===== config.mk =====
export PLATFORM = sky130hd
export DESIGN_NAME = newline_message_ring_queue_unit
export DESIGN_NICKNAME = d
export VERILOG_FILES = /design/src/sv/nmrq_pkg.sv /design/src/sv/newline_message_ring_queue_unit.sv /design/src/sv/nmrq_front.sv /design/src/sv/nmrq_cmd_queue.sv /design/src/sv/nmrq_back.sv
export VERILOG_INCLUDE_DIRS = /design/src /design/src/sv
export SDC_FILE = /design/constraint.sdc
export NUM_CORES = 1
export LEC_CHECK = 0
export CAP_MARGIN = 10
export CORE_ASPECT_RATIO = 0.5
export CORE_MARGIN = 2
export CORE_UTILIZATION = 40
export CTS_BUF_LIST = sky130_fd_sc_hd__clkbuf_2 sky130_fd_sc_hd__clkbuf_4 sky130_fd_sc_hd__clkbuf_8
export DETAILED_ROUTE_END_ITERATION = 6
export DONT_BUFFER_PORTS = 1
export SLEW_MARGIN = 25
export SYNTH_ARGS = -nofsm -noshare
export SYNTH_HDL_FRONTEND = slang
export SYNTH_SLANG_ARGS = --single-unit

===== constraint.sdc =====
create_clock -name i_clk -period 8 [get_ports i_clk]
set_clock_uncertainty 0.15 [all_clocks]
set_input_delay 0 -clock i_clk [delete_from_list [all_inputs] [get_ports i_clk]]
set_output_delay 0 -clock i_clk [all_outputs]
set_load 0.005 [all_outputs]

===== src/sv/newline_message_ring_queue_unit_defines.svh =====
// ----------------------------------------------------------------------------
// Assertion macros for the newline message ring queue
// Shared property forms used by the RTL of the block.
// ----------------------------------------------------------------------------
`ifndef NEWLINE_MESSAGE_RING_QUEUE_UNIT_DEFINES_SVH
`define NEWLINE_MESSAGE_RING_QUEUE_UNIT_DEFINES_SVH

// condition holds at every edge out of reset
`define NMRQ_ASSERT_ALWAYS(label, clk, rst_n, cond) \
    label: assert property (@(posedge clk) disable iff (!rst_n) (cond)) \
        else $error("%m: invariant violated");

// antecedent implies consequent in the same cycle
`define NMRQ_ASSERT_IMPLIES(label, clk, rst_n, ante, cons) \
    label: assert property (@(posedge clk) disable iff (!rst_n) (ante) |-> (cons)) \
        else $error("%m: implication violated");

`endif


===== src/sv/nmrq_pkg.sv =====
// ----------------------------------------------------------------------------
// nmrq_pkg
// Types, codes and constants shared by the message ring queue modules.
// ----------------------------------------------------------------------------
`timescale 1ns / 1ps
`default_nettype none

package nmrq_pkg;

    localparam int QUEUE_DEPTH_DEF = 64;
    localparam logic [7:0] NEWLINE = 8'd10;
    localparam logic [6:0] LEN_CAP = 7'd127;

    typedef enum logic [2:0] {
        KIND_WR_COMMIT   = 3'd0,
        KIND_WR_REJECT   = 3'd1,
        KIND_RD_BYTE     = 3'd2,
        KIND_RD_EMPTY    = 3'd3,
        KIND_RD_TOO_LONG = 3'd4
    } t_kind;

    typedef enum logic [1:0] {
        CMD_BYTE    = 2'd0,
        CMD_NEWLINE = 2'd1,
        CMD_READ    = 2'd2
    } t_cmd_op;

    typedef struct packed {
        t_cmd_op    op;
        logic [7:0] data;
        logic [7:0] cap;
    } t_cmd;

endpackage

`default_nettype wire


===== src/sv/newline_message_ring_queue_unit.sv =====
// ----------------------------------------------------------------------------
// newline_message_ring_queue_unit
// Byte ring queue of newline-terminated messages with a stream interface.
// ----------------------------------------------------------------------------
// channel   dir  tdata                              tuser       tlast
// s_axis    in   [7:0] data_byte [15:8] capacity    [0] opcode  -
// m_axis    out  [7:0] out_byte [14:8] msg_length   [2:0] kind  last
//
// Write byte: needs no m_axis slot; a newline also loads one status item.
// Read of a message: the ring is scanned through its registered read port to
// the newline, then it streams out, one byte a cycle while m_axis is ready.
// Reset: control state only; the byte ring is not cleared and needs no pass.
// A stall on m_axis holds the back at a newline, a read or a streamed byte;
// earlier bytes are still stored; the front and two-entry command queue fill.
// ----------------------------------------------------------------------------
`timescale 1ns / 1ps
`default_nettype none

module newline_message_ring_queue_unit #(
    parameter int QUEUE_DEPTH = nmrq_pkg::QUEUE_DEPTH_DEF
) (
    input  wire logic          i_clk,
    input  wire logic          i_rst_n,
    input  wire logic          i_s_axis_tvalid,
    output logic               o_s_axis_tready,
    input  wire logic [15:0]   i_s_axis_tdata,   // data_byte, capacity
    input  wire logic          i_s_axis_tuser,   // opcode
    output logic               o_m_axis_tvalid,
    input  wire logic          i_m_axis_tready,
    output logic [15:0]        o_m_axis_tdata,   // out_byte, msg_length, zero
    output logic [2:0]         o_m_axis_tuser,   // kind
    output logic               o_m_axis_tlast
);

    logic           front_vld;
    nmrq_pkg::t_cmd front_cmd;
    logic           q_rdy;
    logic           q_vld;
    nmrq_pkg::t_cmd q_cmd;
    logic           q_pop;

    nmrq_front u_front (
        .i_clk     (i_clk),
        .i_rst_n   (i_rst_n),
        .i_tvalid  (i_s_axis_tvalid),
        .o_tready  (o_s_axis_tready),
        .i_tdata   (i_s_axis_tdata),
        .i_tuser   (i_s_axis_tuser),
        .o_cmd_vld (front_vld),
        .o_cmd     (front_cmd),
        .i_cmd_rdy (q_rdy)
    );

    nmrq_cmd_queue u_queue (
        .i_clk   (i_clk),
        .i_rst_n (i_rst_n),
        .i_push  (front_vld),
        .i_cmd   (front_cmd),
        .o_rdy   (q_rdy),
        .o_vld   (q_vld),
        .o_cmd   (q_cmd),
        .i_pop   (q_pop)
    );

    nmrq_back #(
        .QUEUE_DEPTH (QUEUE_DEPTH)
    ) u_back (
        .i_clk     (i_clk),
        .i_rst_n   (i_rst_n),
        .i_cmd_vld (q_vld),
        .i_cmd     (q_cmd),
        .o_cmd_pop (q_pop),
        .o_tvalid  (o_m_axis_tvalid),
        .i_tready  (i_m_axis_tready),
        .o_tdata   (o_m_axis_tdata),
        .o_tuser   (o_m_axis_tuser),
        .o_tlast   (o_m_axis_tlast)
    );

endmodule

`default_nettype wire


===== src/sv/nmrq_front.sv =====
// ----------------------------------------------------------------------------
// nmrq_front
// Accepts input items, classifies them into byte, newline or read commands
// and holds one command in a register until the queue takes it.
// ----------------------------------------------------------------------------
`timescale 1ns / 1ps
`default_nettype none

module nmrq_front (
    input  wire logic          i_clk,
    input  wire logic          i_rst_n,
    input  wire logic          i_tvalid,
    output logic               o_tready,
    input  wire logic [15:0]   i_tdata,
    input  wire logic          i_tuser,
    output logic               o_cmd_vld,
    output nmrq_pkg::t_cmd     o_cmd,
    input  wire logic          i_cmd_rdy
);

    logic           r_vld;
    nmrq_pkg::t_cmd r_cmd;
    nmrq_pkg::t_cmd n_cmd;

    assign o_tready  = !r_vld || i_cmd_rdy;
    assign o_cmd_vld = r_vld;
    assign o_cmd     = r_cmd;

    always_comb begin
        n_cmd.data = i_tdata[7:0];
        n_cmd.cap  = i_tdata[15:8];
        if (i_tuser) begin
            n_cmd.op = nmrq_pkg::CMD_READ;
        end else if (i_tdata[7:0] == nmrq_pkg::NEWLINE) begin
            n_cmd.op = nmrq_pkg::CMD_NEWLINE;
        end else begin
            n_cmd.op = nmrq_pkg::CMD_BYTE;
        end
    end

    always_ff @(posedge i_clk) begin
        if (!i_rst_n) begin
            r_vld <= 1'b0;
        end else if (o_tready) begin
            r_vld <= i_tvalid;
        end
    end

    always_ff @(posedge i_clk) begin
        if (o_tready && i_tvalid) begin
            r_cmd <= n_cmd;
        end
    end

endmodule

`default_nettype wire


===== src/sv/nmrq_cmd_queue.sv =====
// ----------------------------------------------------------------------------
// nmrq_cmd_queue
// Two-entry command queue between the front and the back.
// ----------------------------------------------------------------------------
`timescale 1ns / 1ps
`default_nettype none

module nmrq_cmd_queue (
    input  wire logic          i_clk,
    input  wire logic          i_rst_n,
    input  wire logic          i_push,
    input  wire nmrq_pkg::t_cmd i_cmd,
    output logic               o_rdy,
    output logic               o_vld,
    output nmrq_pkg::t_cmd     o_cmd,
    input  wire logic          i_pop
);

    nmrq_pkg::t_cmd r_ent [2];
    logic           r_wr_ptr;
    logic           r_rd_ptr;
    logic [1:0]     r_count;
    logic           do_push;
    logic           do_pop;

    assign o_rdy   = (r_count != 2'd2);
    assign o_vld   = (r_count != 2'd0);
    assign o_cmd   = r_ent[r_rd_ptr];
    assign do_push = i_push && o_rdy;
    assign do_pop  = i_pop && o_vld;

    always_ff @(posedge i_clk) begin
        if (!i_rst_n) begin
            r_wr_ptr <= 1'b0;
            r_rd_ptr <= 1'b0;
            r_count  <= 2'd0;
        end else begin
            if (do_push) begin
                r_wr_ptr <= !r_wr_ptr;
            end
            if (do_pop) begin
                r_rd_ptr <= !r_rd_ptr;
            end
            if (do_push && !do_pop) begin
                r_count <= r_count + 2'd1;
            end else if (do_pop && !do_push) begin
                r_count <= r_count - 2'd1;
            end
        end
    end

    always_ff @(posedge i_clk) begin
        if (do_push) begin
            r_ent[r_wr_ptr] <= i_cmd;
        end
    end

endmodule

`default_nettype wire


===== src/sv/nmrq_back.sv =====
// ----------------------------------------------------------------------------
// nmrq_back
// Executes commands against the byte ring: stores message bytes, commits or
// rejects at the newline, scans for the oldest message and streams it out.
// ----------------------------------------------------------------------------
`timescale 1ns / 1ps
`default_nettype none
`include "newline_message_ring_queue_unit_defines.svh"

module nmrq_back #(
    parameter int QUEUE_DEPTH = nmrq_pkg::QUEUE_DEPTH_DEF
) (
    input  wire logic          i_clk,
    input  wire logic          i_rst_n,
    input  wire logic          i_cmd_vld,
    input  wire nmrq_pkg::t_cmd i_cmd,
    output logic               o_cmd_pop,
    output logic               o_tvalid,
    input  wire logic          i_tready,
    output logic [15:0]        o_tdata,
    output logic [2:0]         o_tuser,
    output logic               o_tlast
);

    localparam int AW       = $clog2(QUEUE_DEPTH);
    localparam int CNT_W    = $clog2(QUEUE_DEPTH + 1);
    localparam int PEND_MAX = (QUEUE_DEPTH > 127) ? QUEUE_DEPTH : 127;
    localparam int PEND_W   = $clog2(PEND_MAX + 1);
    localparam int W        = ((PEND_W > CNT_W) ? PEND_W : CNT_W) + 2;

    typedef enum logic [1:0] {
        ST_IDLE,
        ST_SCAN,
        ST_EMIT
    } t_state;

    t_state              r_state, n_state;
    logic [AW-1:0]       r_head, n_head;
    logic [AW-1:0]       r_tail, n_tail;
    logic [AW-1:0]       r_wptr, n_wptr;
    logic [AW-1:0]       r_saddr, n_saddr;
    logic [CNT_W-1:0]    r_free, n_free;
    logic [PEND_W-1:0]   r_pend, n_pend;
    logic                r_drop, n_drop;
    logic [CNT_W-1:0]    r_k, n_k;
    logic [CNT_W-1:0]    r_len, n_len;
    logic [7:0]          r_cap, n_cap;
    logic                r_ovld, n_ovld;
    nmrq_pkg::t_kind     r_okind, n_okind;
    logic [7:0]          r_obyte, n_obyte;
    logic [6:0]          r_olen, n_olen;
    logic                r_olast, n_olast;

    logic [7:0]          r_mem [QUEUE_DEPTH];
    logic [7:0]          r_rd_data;
    logic                wr_en;
    logic [AW-1:0]       wr_addr;
    logic [7:0]          wr_data;
    logic                rd_en;
    logic [AW-1:0]       rd_addr;

    function automatic logic [AW-1:0] f_inc(input logic [AW-1:0] p);
        return (p == AW'(QUEUE_DEPTH - 1)) ? '0 : p + 1'b1;
    endfunction

    function automatic logic [6:0] f_sat(input logic [W-1:0] x);
        return (x > W'(nmrq_pkg::LEN_CAP)) ? nmrq_pkg::LEN_CAP : x[6:0];
    endfunction

    always_comb begin
        logic             slot_free;
        logic [CNT_W-1:0] used;
        logic [W-1:0]     nl_len;
        logic [CNT_W-1:0] found_len;

        slot_free = !r_ovld || i_tready;
        used      = CNT_W'(QUEUE_DEPTH) - r_free;
        nl_len    = W'(r_pend) + W'(1);
        found_len = r_k + 1'b1;

        n_state = r_state;
        n_head  = r_head;
        n_tail  = r_tail;
        n_wptr  = r_wptr;
        n_saddr = r_saddr;
        n_free  = r_free;
        n_pend  = r_pend;
        n_drop  = r_drop;
        n_k     = r_k;
        n_len   = r_len;
        n_cap   = r_cap;
        n_ovld  = r_ovld && !i_tready;
        n_okind = r_okind;
        n_obyte = r_obyte;
        n_olen  = r_olen;
        n_olast = r_olast;
        o_cmd_pop = 1'b0;
        wr_en   = 1'b0;
        wr_addr = r_wptr;
        wr_data = i_cmd.data;
        rd_en   = 1'b0;
        rd_addr = r_head;

        unique case (r_state)
            ST_IDLE: begin
                if (i_cmd_vld && (i_cmd.op == nmrq_pkg::CMD_BYTE || slot_free)) begin
                    o_cmd_pop = 1'b1;
                    unique case (i_cmd.op)
                        nmrq_pkg::CMD_BYTE: begin
                            if (!r_drop && (W'(r_pend) + W'(2) < W'(r_free))) begin
                                wr_en = 1'b1;
                            end else begin
                                n_drop = 1'b1;
                            end
                            if (r_pend != PEND_W'(PEND_MAX)) begin
                                n_pend = r_pend + 1'b1;
                            end
                            n_wptr = f_inc(r_wptr);
                        end
                        nmrq_pkg::CMD_NEWLINE: begin
                            n_ovld  = 1'b1;
                            n_obyte = 8'd0;
                            n_olen  = f_sat(nl_len);
                            n_olast = 1'b1;
                            if (!r_drop && (nl_len < W'(r_free))) begin
                                wr_en   = 1'b1;
                                n_tail  = f_inc(r_wptr);
                                n_wptr  = f_inc(r_wptr);
                                n_free  = r_free - CNT_W'(nl_len);
                                n_okind = nmrq_pkg::KIND_WR_COMMIT;
                            end else begin
                                n_wptr  = r_tail;
                                n_okind = nmrq_pkg::KIND_WR_REJECT;
                            end
                            n_pend = '0;
                            n_drop = 1'b0;
                        end
                        nmrq_pkg::CMD_READ: begin
                            n_cap = i_cmd.cap;
                            if (r_free == CNT_W'(QUEUE_DEPTH)) begin
                                n_ovld  = 1'b1;
                                n_okind = nmrq_pkg::KIND_RD_EMPTY;
                                n_obyte = 8'd0;
                                n_olen  = 7'd0;
                                n_olast = 1'b1;
                            end else begin
                                rd_en   = 1'b1;
                                rd_addr = r_head;
                                n_saddr = r_head;
                                n_k     = '0;
                                n_state = ST_SCAN;
                            end
                        end
                        default: begin
                        end
                    endcase
                end
            end
            ST_SCAN: begin
                if (r_rd_data == nmrq_pkg::NEWLINE) begin
                    if (W'(found_len) > W'(r_cap)) begin
                        n_ovld  = 1'b1;
                        n_okind = nmrq_pkg::KIND_RD_TOO_LONG;
                        n_obyte = 8'd0;
                        n_olen  = f_sat(W'(found_len));
                        n_olast = 1'b1;
                        n_state = ST_IDLE;
                    end else begin
                        n_len   = found_len;
                        n_k     = '0;
                        rd_en   = 1'b1;
                        rd_addr = r_head;
                        n_state = ST_EMIT;
                    end
                end else if (found_len == used) begin
                    n_ovld  = 1'b1;
                    n_okind = nmrq_pkg::KIND_RD_EMPTY;
                    n_obyte = 8'd0;
                    n_olen  = 7'd0;
                    n_olast = 1'b1;
                    n_state = ST_IDLE;
                end else begin
                    n_k     = found_len;
                    rd_en   = 1'b1;
                    rd_addr = f_inc(r_saddr);
                    n_saddr = f_inc(r_saddr);
                end
            end
            ST_EMIT: begin
                if (slot_free) begin
                    n_ovld  = 1'b1;
                    n_okind = nmrq_pkg::KIND_RD_BYTE;
                    n_obyte = r_rd_data;
                    n_olen  = f_sat(W'(r_len));
                    n_olast = (r_k == r_len - 1'b1);
                    n_head  = f_inc(r_head);
                    n_free  = r_free + 1'b1;
                    rd_en   = 1'b1;
                    rd_addr = f_inc(r_head);
                    if (r_k == r_len - 1'b1) begin
                        n_state = ST_IDLE;
                    end else begin
                        n_k = r_k + 1'b1;
                    end
                end
            end
            default: begin
                n_state = ST_IDLE;
            end
        endcase
    end

    always_ff @(posedge i_clk) begin
        if (!i_rst_n) begin
            r_state <= ST_IDLE;
            r_head  <= '0;
            r_tail  <= '0;
            r_wptr  <= '0;
            r_free  <= CNT_W'(QUEUE_DEPTH);
            r_pend  <= '0;
            r_drop  <= 1'b0;
            r_ovld  <= 1'b0;
        end else begin
            r_state <= n_state;
            r_head  <= n_head;
            r_tail  <= n_tail;
            r_wptr  <= n_wptr;
            r_free  <= n_free;
            r_pend  <= n_pend;
            r_drop  <= n_drop;
            r_ovld  <= n_ovld;
        end
        r_saddr <= n_saddr;
        r_k     <= n_k;
        r_len   <= n_len;
        r_cap   <= n_cap;
        r_okind <= n_okind;
        r_obyte <= n_obyte;
        r_olen  <= n_olen;
        r_olast <= n_olast;
    end

    always_ff @(posedge i_clk) begin
        if (wr_en) begin
            r_mem[wr_addr] <= wr_data;
        end
        if (rd_en) begin
            r_rd_data <= r_mem[rd_addr];
        end
    end

    assign o_tvalid = r_ovld;
    assign o_tdata  = {1'b0, r_olen, r_obyte};
    assign o_tuser  = r_okind;
    assign o_tlast  = r_olast;

    `NMRQ_ASSERT_ALWAYS(a_free_range, i_clk, i_rst_n, r_free <= CNT_W'(QUEUE_DEPTH))
    `NMRQ_ASSERT_IMPLIES(a_scan_slot_empty, i_clk, i_rst_n, r_state == ST_SCAN, !r_ovld)
    `NMRQ_ASSERT_IMPLIES(a_wptr_at_tail, i_clk, i_rst_n, r_pend == '0, r_wptr == r_tail)
    `NMRQ_ASSERT_IMPLIES(a_drop_pending, i_clk, i_rst_n, r_drop, r_pend != '0)

endmodule

`default_nettype wire

==> impl_metrics.env <==
export IMPL_yosysWarnings=0
export IMPL_hold_violations=0
export IMPL_cts_sinks=663
export IMPL_post_route_drc_count=0
export IMPL_core_sq_mm=0.07079
export IMPL_io_pins=43
export IMPL_ant_nets=0
export IMPL_max_freq_mhz=171.6
export IMPL_setup_violations=0
export IMPL_ys_types=69
export IMPL_tightest_slew_ns=1.186
export IMPL_final_setup_tns_ns=0
export IMPL_critPathSlowestCell="nor2_1"
export IMPL_num_rows=69
export IMPL_start_util_pct=40.34
export IMPL_worstSkewPairLatency_ns=0.72
export IMPL_regToRegEndpoint="u_back.r_mem[55][1]$_DFFE_PP_"
export IMPL_hold_path_class="in2reg"
export IMPL_nFillCells=6359
export IMPL_grt_usage_pct=18.87
export IMPL_gp_congestion=0.8599
export IMPL_drive_above_1_share_pct=10.15
export IMPL_cts_tree="built"
export IMPL_area_delta_synth_final_pct=11.75
export IMPL_r2r_start="u_back.r_pend[0]$_SDFFE_PN0P_"
export IMPL_ir_drop_mv=0.1481
export IMPL_rsz0062_at_grt="no"
export IMPL_r2r_cells=14
export IMPL_h_tree_depth=3
export IMPL_cp_end_kind="flip-flop"
export IMPL_chipWidth_microns=381.9
export IMPL_cts_root_buf="clkbuf_8"
export IMPL_worst_path_most_repeated_cell="o21a_1"
export IMPL_seq_area_frac_synth_pct=68.24
export IMPL_vias_per_cell=5.434
export IMPL_synth_top_area_share_pct=65.30
export IMPL_clk_path_buf_depth=3
export IMPL_path_cells="inv_1 -> ha_1 -> inv_1 -> ha_1 -> a21boi_0 -> o21a_1 -> o21a_1 -> o21a_1 -> o21a_1 -> o21ai_0 -> nand3_1 -> a21oi_1 -> nand4_1 -> nor2_1"
export IMPL_io_buffers=0
export IMPL_slew_headroom_pct=20.43
export IMPL_register_area_sq_mm=0.01949
export IMPL_synth_top_cell_by_area="edfxtp_1"
export IMPL_cts_made_buffers=98
export IMPL_vias=17211
export IMPL_multi_input_area_sq_mm=0.008452
export IMPL_netlist_area_sq_mm=0.02856
export IMPL_netlist_instances=2062
export IMPL_yosys_top_cells_area="edfxtp_1, mux2i_1, dfxtp_1, nand2_1, nor2_1"
export IMPL_die_area_sq_mm=0.07368
export IMPL_cp_required_ns=8.18
export IMPL_outcome="finished, final reports clean"
export IMPL_overflow=0
export IMPL_hold_end="u_back.r_head[1]$_SDFFE_PN0P_"
export IMPL_ys_ff_latch=663
export IMPL_finalNetCount=2193
export IMPL_drv_slew=0
export IMPL_dp_hpwl_mm=43.06
export IMPL_critPathArrivalTime_ns=6.01
export IMPL_hp_start="i_m_axis_tready"
export IMPL_antenna_found_initial=1
export IMPL_chipHeight_microns=192.9
export IMPL_drtPass1Iterations=6
export IMPL_grt_pass1_vias=16845
export IMPL_finalInstanceArea_sq_mm=0.03191
export IMPL_cp_start_kind="flip-flop"
export IMPL_leakage_uw=0.01101
export IMPL_drtIter0Drc=1736
export IMPL_async_reset_ff_share_pct=0
export IMPL_grt_start_max_net_pins=86
export IMPL_wl_per_cell_microns=21.94
export IMPL_hold_path_cell_count=5
export IMPL_synth_edf_count=621
export IMPL_path_clk_slew_ns=0.07
export IMPL_period_minus_slack_ns=5.827
export IMPL_synth_flop_cell="edfxtp_1"
export IMPL_grt_pass1_wl_mm=104.4
export IMPL_hold_ws_ns=0.2426
export IMPL_cpPeakStageDelay_ns=0.90
export IMPL_r2r_slack_ns=2.17
export IMPL_fin_crit_sh_pct=72.83
export IMPL_crit_fanout=14
export IMPL_power_density_mw_per_mm2=266.5
export IMPL_critPathKind="reg2reg"
export IMPL_synth_nets=2126
export IMPL_place_area_sq_mm=0.02957
export IMPL_drv_cap=0
export IMPL_post_synth_cell_area_avg_sq_um=13.85
export IMPL_wirelength_mm=69.48
placed cells by master, fill, tap and decap left out, types with 33 or more instances in the layout:
cell	Yosys	layout
edfxtp_1	621	621
mux2i_1	242	242
nand2_1	205	204
nor2_1	156	154
clkbuf_8	0	103
a21oi_1	78	77
nand3_1	56	56
o21ai_0	53	53
inv_1	46	46
ha_1	42	42
dfxtp_1	42	42
dlygate4sd3_1	0	41
o22ai_1	40	40
and3_1	33	33
layout make-up:
class,instances,area share [%]
clock inverter,50,0.9841
multi-input combinational,1248,26.48
antenna,2,0.01568
tap,958,3.756
clock buffer,128,5.030
sequential,663,61.07
inverter,47,0.5528
timing repair buffer,71,2.109
kinds of logic (layout without fill, tap and decap cells):
| logic type | count (synthesis) | count (layout) | synth area share, % |
|---|---|---|---|
| flip-flops | 663 | 663 | 68.24 |
| AND/OR/NAND/NOR | 577 | 577 | 9.332 |
| AO/OA/AOI/OAI | 304 | 304 | 6.940 |
| multiplexers | 273 | 273 | 9.705 |
| buffers and inverters | 151 | 296 | 2.322 |
| XOR/XNOR | 50 | 50 | 1.533 |
| adder cells (fa/ha/maj) | 43 | 43 | 1.910 |
| other | 1 | 3 | 0.01313 |
synthesized netlist by cell type (25+ instances only):
master,number
xnor2_1,25
mux2_2,31
inv_1,46
xor2_1,25
and3_1,33
ha_1,42
nand2_1,205
nand3_1,56
buf_2,37
mux2i_1,242
dfxtp_1,42
o22ai_1,40
o21ai_0,53
clkbuf_1,53
a211oi_1,25
edfxtp_1,621
nor2_1,156
a21oi_1,78
repair_timing:
| item | CTS | global route |
|---|---|---|
| resized for setup | 0 | 0 |
| hold buffers | 41 | 0 |
| endpoints found under the hold margin | 78 | 0 |
| setup buffers | 0 | 0 |
critical path: cells and delay by family (launching register included):
| family | cells | cell delay (ns) |
|---|---|---|
| flops | 1 | 0.62 |
| buf+inv | 2 | 0.19 |
| simple gates | 3 | 1.91 |
| fa+ha+maj | 2 | 0.70 |
| compound gates | 7 | 1.89 |
stage by stage:
step / total power [uW] / std cells / worst slack, ns / utilization, %
after floorplan: 5334 / 2062 / 2.137 / -
after detailed placement: 5829 / 2946 / 2.381 / 41.77
after global placement: 5810 / 2946 / 2.374 / 41.77
after CTS: 8547 / 3165 / 2.374 / 45.06
final: 8505 / 3167 / 2.173 / 45.08
after global routing: 8867 / 3167 / 1.844 / 45.08
sequential cells by signal, summed over array words and instances, names as in the netlist, 2 cells and up, named ones only:
name / cells
u_back.r_head: 6
u_back.r_mem: 512
u_back.r_wptr: 6
u_back.r_len: 7
u_back.o_tuser: 3
u_back.r_tail: 6
u_back.r_pend: 7
u_back.r_olen: 7
u_back.r_cap: 8
u_back.r_rd_data: 8
u_queue.r_ent: 36
u_front.o_cmd: 18
u_back.r_state: 2
u_back.r_saddr: 6
u_back.r_k: 7
u_back.r_obyte: 8
u_queue.r_count: 2
u_back.r_free: 7
report_power, final:
group | switching [uW] | total (uW) | internal, uW
combinational | 997 | 1480 | 484
clock | 1310 | 2720 | 1410
sequential | 134 | 4310 | 4170
worst max path at each step:
stage,from,to,slack [ns]
after floorplan,u_back.r_k[1]$_DFFE_PP_,u_back.o_tlast$_SDFFCE_PN1P_,2.14
after global placement,u_back.r_pend[0]$_SDFFE_PN0P_,u_back.r_mem[3][6]$_DFFE_PP_,2.37
after detailed placement,u_back.r_pend[0]$_SDFFE_PN0P_,u_back.r_mem[7][3]$_DFFE_PP_,2.38
after CTS,u_back.r_k[0]$_DFFE_PP_,u_back.r_rd_data[5]$_DFFE_PP_,2.37
after global routing,u_back.r_pend[2]$_SDFFE_PN0P_,u_back.r_mem[3][1]$_DFFE_PP_,1.84
final,u_back.r_pend[0]$_SDFFE_PN0P_,u_back.r_mem[55][1]$_DFFE_PP_,2.17
metal layers:
| layer | wire (microns) | vias to the layer above | part of all wire (%) | track usage (%) |
|---|---|---|---|---|
| li1 | - | 7965 | - | - |
| met1 | 30940 | 8617 | 45 | 26.00 |
| met2 | 32840 | 527 | 47 | 31.18 |
| met3 | 4354 | 102 | 6.3 | 3.155 |
| met4 | 1345 | 0 | 1.9 | 5.103 |
| met5 | 0 | - | 0 | 0 |
(Power assumes the default switching activity.)
